[src/sv/spam_pkg.sv]
// Shared types and constants for the sparse polynomial add/multiply block.
`default_nettype none
package spam_pkg;
    localparam int unsigned MaxTermsDefault = 8;
    localparam int unsigned StoreDepth      = 8;
    localparam int unsigned TableDepth      = 64;
    localparam int unsigned CoeffW          = 16;
    localparam int unsigned ExpW            = 8;
    localparam int unsigned ResCoeffW       = 38;
    localparam int unsigned ResExpW         = 9;
    localparam int unsigned SIdxW           = 3;
    localparam int unsigned SCntW           = 4;
    localparam int unsigned TIdxW           = 6;
    localparam int unsigned TCntW           = 7;

    localparam logic MODE_ADD = 1'b0;
    localparam logic MODE_MUL = 1'b1;

    typedef enum logic [3:0] {
        ST_LOAD,
        ST_ADD_RD,
        ST_ADD_DO,
        ST_MUL_RD,
        ST_MUL_PROD,
        ST_MUL_SRD,
        ST_MUL_SCMP,
        ST_OUT_RD,
        ST_OUT_WAIT,
        ST_OUT_HOLD
    } t_state;

    // controller to datapath
    typedef struct packed {
        logic             load_a;
        logic             load_b;
        logic [SIdxW-1:0] store_idx;
        logic [SIdxW-1:0] rd_i;
        logic [SIdxW-1:0] rd_j;
        logic             add_wr;
        logic [1:0]       add_pick;   // 0 both, 1 first, 2 second
        logic             prod_calc;
        logic             tbl_rd;
        logic [TIdxW-1:0] tbl_rd_addr;
        logic             tbl_wr_new;
        logic             tbl_wr_acc;
        logic [TIdxW-1:0] tbl_wr_addr;
        logic             out_load;
        logic             out_empty;
        logic             out_last;
        logic             out_ovf;
    } t_cmd;

    // datapath to controller
    typedef struct packed {
        logic [ExpW-1:0]    exp_a;
        logic [ExpW-1:0]    exp_b;
        logic [ResExpW-1:0] prod_exp;
        logic [ResExpW-1:0] tbl_exp;
    } t_stat;
endpackage
`default_nettype wire

[src/sv/spam_ctrl.sv]
// Controller: load counting, merge/multiply sequencing and output handshake.
`default_nettype none
module spam_ctrl
    import spam_pkg::*;
#(
    parameter int unsigned MaxTerms = MaxTermsDefault
) (
    input  wire logic i_clk,
    input  wire logic i_rst_n,
    input  wire logic i_mode_we,
    input  wire logic i_mode,
    input  wire logic i_in_fire,
    input  wire logic i_sel,
    input  wire logic i_has,
    input  wire logic i_fin,
    input  wire t_stat i_stat,
    output t_cmd      o_cmd,
    output logic      o_in_ready,
    output logic      o_out_valid,
    input  wire logic i_out_ready
);
    t_state r_state, n_state;
    logic [SCntW-1:0] r_na, n_na, r_nb, n_nb;
    logic [SCntW-1:0] r_i, n_i, r_j, n_j;
    logic [TCntW-1:0] r_k, n_k, r_n, n_n, r_m, n_m;
    logic r_ovf, n_ovf, r_mode, r_ovf_job, n_ovf_job;
    logic store_ok;

    // state and counters
    always_ff @(posedge i_clk) begin
        if (!i_rst_n) begin
            r_state <= ST_LOAD;
            r_na <= '0; r_nb <= '0; r_i <= '0; r_j <= '0;
            r_k <= '0; r_n <= '0; r_m <= '0;
            r_ovf <= 1'b0; r_ovf_job <= 1'b0; r_mode <= MODE_ADD;
        end else begin
            r_state <= n_state;
            r_na <= n_na; r_nb <= n_nb; r_i <= n_i; r_j <= n_j;
            r_k <= n_k; r_n <= n_n; r_m <= n_m;
            r_ovf <= n_ovf; r_ovf_job <= n_ovf_job;
            if (i_mode_we) begin
                r_mode <= i_mode;
            end
        end
    end

    assign store_ok = i_sel ? (r_nb < SCntW'(MaxTerms)) : (r_na < SCntW'(MaxTerms));

    // next state and commands
    always_comb begin
        n_state = r_state;
        n_na = r_na; n_nb = r_nb; n_i = r_i; n_j = r_j;
        n_k = r_k; n_n = r_n; n_m = r_m; n_ovf = r_ovf; n_ovf_job = r_ovf_job;
        o_cmd = '0;
        o_cmd.store_idx   = i_sel ? r_nb[SIdxW-1:0] : r_na[SIdxW-1:0];
        o_cmd.rd_i        = r_i[SIdxW-1:0];
        o_cmd.rd_j        = r_j[SIdxW-1:0];
        o_cmd.tbl_wr_addr = r_k[TIdxW-1:0];
        o_cmd.tbl_rd_addr = r_n[TIdxW-1:0];
        o_in_ready  = 1'b0;
        o_out_valid = 1'b0;
        case (r_state)
            ST_LOAD: begin
                o_in_ready = 1'b1;
                if (i_in_fire) begin
                    if (i_has) begin
                        if (store_ok) begin
                            o_cmd.load_a = ~i_sel;
                            o_cmd.load_b = i_sel;
                            if (i_sel) n_nb = r_nb + 1'b1;
                            else       n_na = r_na + 1'b1;
                        end else begin
                            n_ovf = 1'b1;
                        end
                    end
                    if (i_fin) begin
                        n_ovf_job = (i_has && !store_ok) | r_ovf;
                        n_i = '0; n_j = '0; n_k = '0; n_n = '0; n_m = '0;
                        n_state = (r_mode == MODE_MUL) ? ST_MUL_RD : ST_ADD_DO;
                    end
                end
            end
            ST_ADD_DO: begin
                if (r_i < r_na && r_j < r_nb) begin
                    o_cmd.add_wr = 1'b1;
                    if (i_stat.exp_a == i_stat.exp_b) begin
                        o_cmd.add_pick = 2'd0; n_i = r_i + 1'b1; n_j = r_j + 1'b1;
                    end else if (i_stat.exp_a > i_stat.exp_b) begin
                        o_cmd.add_pick = 2'd1; n_i = r_i + 1'b1;
                    end else begin
                        o_cmd.add_pick = 2'd2; n_j = r_j + 1'b1;
                    end
                    n_k = r_k + 1'b1;
                end else if (r_i < r_na) begin
                    o_cmd.add_wr = 1'b1; o_cmd.add_pick = 2'd1;
                    n_i = r_i + 1'b1; n_k = r_k + 1'b1;
                end else if (r_j < r_nb) begin
                    o_cmd.add_wr = 1'b1; o_cmd.add_pick = 2'd2;
                    n_j = r_j + 1'b1; n_k = r_k + 1'b1;
                end else begin
                    n_state = ST_OUT_RD;
                end
            end
            ST_MUL_RD: begin
                if (r_i >= r_na || r_nb == '0) begin
                    n_state = ST_OUT_RD;
                end else begin
                    o_cmd.prod_calc = 1'b1;
                    n_n = '0;
                    n_state = ST_MUL_PROD;
                end
            end
            ST_MUL_PROD: begin
                n_state = ST_MUL_SRD;
            end
            ST_MUL_SRD: begin
                // search the table for a matching exponent
                if (r_n >= r_k) begin
                    o_cmd.tbl_wr_new = (r_k < TCntW'(TableDepth));
                    if (r_k < TCntW'(TableDepth)) n_k = r_k + 1'b1;
                    n_state = ST_MUL_RD;
                    if (r_j + 1'b1 >= r_nb) begin n_j = '0; n_i = r_i + 1'b1; end
                    else n_j = r_j + 1'b1;
                end else begin
                    n_state = ST_MUL_SCMP;
                end
            end
            ST_MUL_SCMP: begin
                if (i_stat.tbl_exp == i_stat.prod_exp) begin
                    o_cmd.tbl_wr_acc  = 1'b1;
                    o_cmd.tbl_wr_addr = r_n[TIdxW-1:0];
                    n_state = ST_MUL_RD;
                    if (r_j + 1'b1 >= r_nb) begin n_j = '0; n_i = r_i + 1'b1; end
                    else n_j = r_j + 1'b1;
                end else begin
                    n_n = r_n + 1'b1;
                    o_cmd.tbl_rd_addr = n_n[TIdxW-1:0];
                    n_state = ST_MUL_SRD;
                end
            end
            ST_OUT_RD: begin
                o_cmd.tbl_rd_addr = r_m[TIdxW-1:0];
                n_state = ST_OUT_WAIT;
            end
            ST_OUT_WAIT: begin
                o_cmd.out_load  = 1'b1;
                o_cmd.out_empty = (r_k == '0);
                o_cmd.out_last  = (r_k == '0) || (r_m + 1'b1 == r_k);
                o_cmd.out_ovf   = r_ovf_job;
                n_state = ST_OUT_HOLD;
            end
            ST_OUT_HOLD: begin
                o_out_valid = 1'b1;
                o_cmd.tbl_rd_addr = n_m[TIdxW-1:0];
                if (i_out_ready) begin
                    if (r_k == '0 || r_m + 1'b1 == r_k) begin
                        n_na = '0; n_nb = '0; n_ovf = 1'b0;
                        n_state = ST_LOAD;
                    end else begin
                        n_m = r_m + 1'b1;
                        o_cmd.tbl_rd_addr = n_m[TIdxW-1:0];
                        n_state = ST_OUT_WAIT;
                    end
                end
            end
            default: n_state = ST_LOAD;
        endcase
        // keep the table read aimed at the search pointer during the search
        if (r_state == ST_MUL_PROD) o_cmd.tbl_rd_addr = '0;
    end
endmodule
`default_nettype wire
[config.mk]
export PLATFORM = sky130hd
export DESIGN_NAME = spam_ctrl
export DESIGN_NICKNAME = d
export VERILOG_FILES = /design/src/sv/spam_pkg.sv /design/src/sv/spam_ctrl.sv
export SDC_FILE = /design/constraint.sdc
export NUM_CORES = 1
export LEC_CHECK = 0
export BUFFER_PORTS_ARGS = -buffer_cell sky130_fd_sc_hd__buf_2
export CORE_MARGIN = 3
export CORE_UTILIZATION = 45
export DETAILED_ROUTE_END_ITERATION = 12
export MAX_ROUTING_LAYER = met4
export PLACE_DENSITY = 0.68
export SETUP_SLACK_MARGIN = 0.5
export SLEW_MARGIN = 20
export SYNTH_ARGS = -nofsm -noshare
export SYNTH_HDL_FRONTEND = slang
export SYNTH_SLANG_ARGS = --single-unit
export TNS_END_PERCENT = 30
[constraint.sdc]
create_clock -name i_clk -period 5.53 [get_ports i_clk]
set_input_delay 0.8295 -clock i_clk [delete_from_list [all_inputs] [get_ports i_clk]]
set_output_delay 0.8295 -clock i_clk [all_outputs]
set_load 0.01 [all_outputs]
==> results of run 1 <==
-- per-layer routing --
metal | track usage, % | wire [um] | vias up
li1 | - | - | 2010
met1 | 28.6 | 4870 | 1909
met2 | 35.7 | 5050 | 122
met3 | 4.42 | 610 | 17
met4 | 5.99 | 191 | 0
met5 | - | 0 | -
-- kinds of logic (layout without fill, tap and decap cells) --
| kind of cell | Yosys count | count (layout) | synth area share (%) |
|---|---|---|---|
| flip-flops | 44 | 44 | 22.4 |
| multiplexers | 9 | 9 | 2.32 |
| XOR/XNOR | 35 | 35 | 7.80 |
| buffers and inverters | 72 | 129 | 8.09 |
| AND/OR/NAND/NOR | 203 | 203 | 25.8 |
| adder cells (fa/ha/maj) | 36 | 36 | 11.5 |
| other | 1 | 1 | 0.0954 |
| AO/OA/AOI/OAI | 132 | 132 | 22.0 |
-- placed cells by master, fill, tap and decap left out, drive strengths merged, types with 2 or more instances in the layout --
master | synthesis | final
or3 | 6 | 6
nand2 | 51 | 51
a221o | 2 | 2
nand4 | 13 | 13
a221oi | 2 | 2
xnor2 | 23 | 23
nor3b | 3 | 3
inv | 44 | 44
a31oi | 11 | 11
nand3b | 2 | 2
o21bai | 2 | 2
nand2b | 5 | 5
a21o | 7 | 7
xor2 | 12 | 12
o22ai | 2 | 2
o221ai | 4 | 4
o211ai | 10 | 10
nor2b | 5 | 5
ha | 36 | 36
o32ai | 2 | 2
o21ai | 38 | 38
and2 | 7 | 7
nand3 | 34 | 34
mux2i | 8 | 8
a21oi | 25 | 25
and3 | 12 | 12
nor4 | 5 | 5
a32o | 2 | 2
dfxtp | 44 | 44
nor3 | 10 | 10
o311ai | 2 | 2
o31ai | 4 | 4
a211oi | 8 | 8
clkbuf | 13 | 7
nor2 | 44 | 44
o21a | 3 | 3
or2 | 3 | 3
buf | 15 | 77
-- power by group --
group	switching, mW	internal, mW
combinational	0.148	0.0966
clock	0.121	0.102
sequential	0.0244	0.327
-- critical path, delay by kind of cell (launching register included) --
family	cells	cell delay, ps
buf+inv	1	160
simple gates	6	2270
compound gates	1	100
flops	1	620
-- area by class of cell --
type,instances,area [um2]
repair buffers,77,385
flip-flops and latches,44,881
well taps,105,131
inverters,44,165
clock inverters,1,7.51
multi-input cells,416,2730
clock buffers,7,86.3
fillers,852,3950
-- registers in the layout, indices dropped and copies added, names as in the netlist --
signal and flops:
r_ovf 1, r_m 7, r_nb 4, r_ovf_job 1
r_i 4, r_n 7, r_j 4, r_mode 1
r_k 7, r_state 4, r_na 4
-- metrics by stage --
stage / cell area [um2] / utilization (%) / std cells / worst slack (ps)
after detailed placement: 4290 / 51.5 / 686 / 1630
final: 4390 / 52.6 / 694 / 1240
after floorplan: 3930 / - / 532 / 2380
after CTS: 4390 / 52.6 / 694 / 1240
after global placement: 4290 / 51.5 / 686 / 1880
after global routing: 4390 / 52.6 / 694 / 875
-- final timing paths --
| kind | from | end | slack, ps |
|---|---|---|---|
| max | r_state[1] | o_cmd[7] | 1240 |
| min reg2reg | r_n[6] | r_n[6] | 480 |
| min | r_n[6] | r_n[6] | 480 |
| max reg2reg | r_state[1] | r_j[1] | 2580 |
==> results.yml, run 1 <==
outcome:
  run_status: "finished, final reports clean"
logic_synthesis:
  synth-warning-count: 0
  synthCells: 532
  syn_area_um2: 3930
  syn_avg_cell_area_um2: 7.39
  synth_seq_cells: 44
  yosys-top-cells-count: "nand2_1, dfxtp_1, inv_1, nor2_1, o21ai_0"
  synth.most_common_cell: "nand2_1"
  ys_types: 59
  seq_area_frac_synth_pct: 22.4
  synth_edf_count: 0
  synth_fp_nets: 611
  async_flop_share_pct: 0
  synth_ff_type: "dfxtp_1"
  synth_top_area_share_pct: 22.4
  synth_top_area_cell: "dfxtp_1"
  ys_top_cells_by_area: "dfxtp_1, ha_1, xnor2_1, nand2_1, o21ai_0"
critical_path:
  cp-end-kind: "output pin"
  slowest_delay_ps: 660
  crit_required_ps: 4700
  crit_slowest_cell: "nor2_1"
  crit_arrival_ps: 3460
  crit_top_cell: "nand2_1"
  reg2reg_depth: 7
  criticalPathCategory: "register to output pin"
  cp-start-kind: "register"
  cp_max_fo: 14
  path_cells: "nor2b_1 > nand2_1 > nor2_1 > nand2_1 > nor2_1 > nand2_1 > o21ai_0 > buf_2"
timing:
  slew_viol_final: 0
  hold_ws_ps: 480
  grt_setup_unrepaired: "false"
  finalHoldViolCount: 0
  max_freq_mhz: 233
  fin_skew_ps: 8.12
  fin_crit_ps: 4290
  tightest_slew_ps: 803
  timing.slew.headroom_pct: 46.4
  period_share_pct: 77.5
  setup-violations-final: 0
  setup_tns_ps: 0
route:
  route.detailed.drc: 0
  drt_iter0_markers: 196
  dr.pass1.iters: 5
  wl_per_cell_um: 15.4
  avgViaCountPerCell: 5.85
  num_vias: 4058
  ant_nets: 0
  wl_um: 10700
clocking:
  post_cts_resized: 0
  path_clk_slew_ps: 90
  clockRootBuffer: "clkbuf_8"
  cts_buffers: 5
  clockBufferDepth: 2
  cts_hold_buf: 0
  cts_setup_buffers: 0
  ctsHtreeMaxLevel: 2
  cts_tree: "built"
  insertion_delay_ps: 310
  cts_sinks: 44
global_routing:
  grt_max_degree: 33
  antenna_found_initial: 0
  gr-usage-all-layers_pct: 22.2
  grt-ovfl-total: 0
  grt_pass1_vias: 3678
  grt_pass1_wl_um: 17500
pwr:
  p_total_mw: 0.818
  p_per_area_nw_per_um2: 187
  p_leak_nw: 1.96
  ir_worst_vdd_v: 0.000120
floorplanning:
  dieHeight_um: 99.5
  die_x_um: 99.5
  placementRows: 33
  initial_core_util_pct: 47.1
  io_pins: 79
  core_um2: 8340
  dieArea_um2: 9890
cells_and_area:
  nets: 667
  syn_to_final_growth_pct: 11.7
  drive_gt1_share_pct: 16.3
  insertedDiodeCount: 0
placement:
  gp_congestion: 0.938
  hpwl_um: 8440
  port_buffers: 77
min_path:
  min_path_cells: 1
  hold_path_class: "register to register"
run:
  maxCapViolCount: 0
No activity file was read; power rests on OpenSTA's default activity.
==> inputs of run 2 (changes only) <==
==> constraint.sdc (replaced) <==
create_clock -name i_clk -period 3.95 [get_ports i_clk]
set_input_delay 0.5925 -clock i_clk [delete_from_list [all_inputs] [get_ports i_clk]]
set_output_delay 0.5925 -clock i_clk [all_outputs]
set_load 0.01 [all_outputs]
==> run 2 against run 1 <==
Against the previous run: cell count up 0.58%; combinational power is 48% higher; clock skew rose by 2.6 ps; worst setup slack worse by 680 ps; count of clock-buffer cells in the layout is 2 lower; core utilization rose by 0.87 points; first-iteration DRC count is 12% higher; sequential share of layout area down 0.24 points; largest cell class unchanged; largest power group unchanged; via count rose by 0.76%.
==> results.yml, run 2 (same netlist as run 1, synthesis figures left out) <==
cells_and_area:
  layout_commonest_cell: "buf_2"
  nets: 671
  stdcell_count: 698
  syn_to_final_growth_pct: 13.5
  final_cell_mix: "buf_2, nand2_1, inv_1, nor2_1, dfxtp_1"
  reg_top3: "r_k x7, r_m x7, r_n x7"
  multi_input_area_um2: 2750
  regArea_um2: 885
  n_fill_cell: 857
  drive_gt1_share_pct: 18.4
  insertedDiodeCount: 0
pwr:
  p_total_mw: 1.21
  ir_worst_vdd_v: 0.000176
  p_leak_nw: 1.98
  p_per_area_nw_per_um2: 271
floorplanning:
  dieHeight_um: 99.5
  io_pins: 79
  placementRows: 33
  initial_core_util_pct: 47.1
  dieArea_um2: 9890
  core_um2: 8340
  die_x_um: 99.5
critical_path:
  r2r-end: "r_j[0]"
  cp-start-kind: "register"
  cp_max_fo: 11
  crit_required_ps: 3360
  reg2reg_depth: 9
  timing.rr.start: "r_n[0]"
  cp-end-kind: "output pin"
  r2r_slack_ps: 1270
  criticalPathCategory: "register to output pin"
  crit_arrival_ps: 2800
clocking:
  cts_setup_buffers: 0
  clockBufferDepth: 2
  insertion_delay_ps: 310
  cts_hold_buf: 0
  cts_tree: "built"
  post_cts_resized: 2
  cts_sinks: 44
  cts_buffers: 5
  ctsHtreeMaxLevel: 2
  clockRootBuffer: "clkbuf_8"
  path_clk_slew_ps: 90
min_path:
  hold_path_end: "r_n[6]"
  min_from: "r_n[6]"
  min_path_cells: 1
  hold_path_class: "register to register"
global_routing:
  gr-usage-all-layers_pct: 22.0
  antenna_found_initial: 0
  grt_pass1_wl_um: 17400
  grt-ovfl-total: 0
  grt_pass1_vias: 3701
  grt_max_degree: 33
route:
  ant_nets: 0
  wl_um: 10800
  num_vias: 4089
  route.detailed.drc: 0
  drt_iter0_markers: 220
  wl_per_cell_um: 15.5
  avgViaCountPerCell: 5.86
  dr.pass1.iters: 5
timing:
  fin_skew_ps: 10.7
  grt_setup_unrepaired: "true"
  setup_tns_ps: 0
  timing.slew.headroom_pct: 49.7
  finalHoldViolCount: 0
  max_freq_mhz: 295
  slew_viol_final: 0
  hold_ws_ps: 491
  period_share_pct: 85.8
  fin_crit_ps: 3390
  setup-violations-final: 0
  tightest_slew_ps: 753
placement:
  port_buffers: 77
  dp_cells: 690
  gp_congestion: 0.924
  hpwl_um: 8400
run:
  maxCapViolCount: 0
outcome:
  run_status: "finished, final reports clean"
## run 2: critical path, stage by stage (launching register included)
cell and delay (ps):
dfxtp_2 400, ha_2 250, and3_2 200, nand3_1 120, xnor2_1 160, or4_4 560
and3_4 230, a21o_1 180, a31oi_1 220, buf_2 170
## run 2: where the power goes
part           internal [mW]  switching [mW]  total (mW)  leakage, nW
registers              0.458          0.0229       0.481        0.357
clock network          0.191           0.179       0.370       0.0548
logic                  0.139           0.220       0.360         1.57
total                  0.789           0.422        1.21         1.98
## run 2: stage by stage
step           util (%)  cell area [um2]  setup WS, ps
2_1_floorplan         -             3930          1040
5_1_grt            53.5             4460           437
3_3_place_gp       51.8             4320           769
3_5_place_dp       51.8             4320           789
4_1_cts            53.3             4440           522
6_report           53.5             4460           562
## run 2: worst max path at each step
stage | startpoint | end | cells after the start
3_5_place_dp | r_state[1] | o_cmd[12] | 8
3_3_place_gp | r_state[1] | o_cmd[12] | 8
2_1_floorplan | r_m[0] | o_cmd[12] | 9
6_report | r_m[0] | o_cmd[12] | 9
4_1_cts | r_m[0] | o_cmd[16] | 9
5_1_grt | r_m[0] | o_cmd[12] | 9
## run 2: final cells by class
| cell class | count | area share (%) |
|---|---|---|
| well taps | 105 | 2.95 |
| flip-flops and latches | 44 | 19.8 |
| multi-input cells | 416 | 61.6 |
| clock buffers | 5 | 1.54 |
| clock inverters | 3 | 1.04 |
| repair buffers | 81 | 9.31 |
| inverters | 44 | 3.76 |
## run 2: metal layers
layer	vias to the layer above	wire, um	part of all wire (%)	GRT usage (%)
met2	151	5060	47	36.7
li1	2012	-	-	-
met4	0	246	2.3	6.51
met1	1907	4850	45	27.7
met5	-	0	0	-
met3	19	687	6.3	2.95
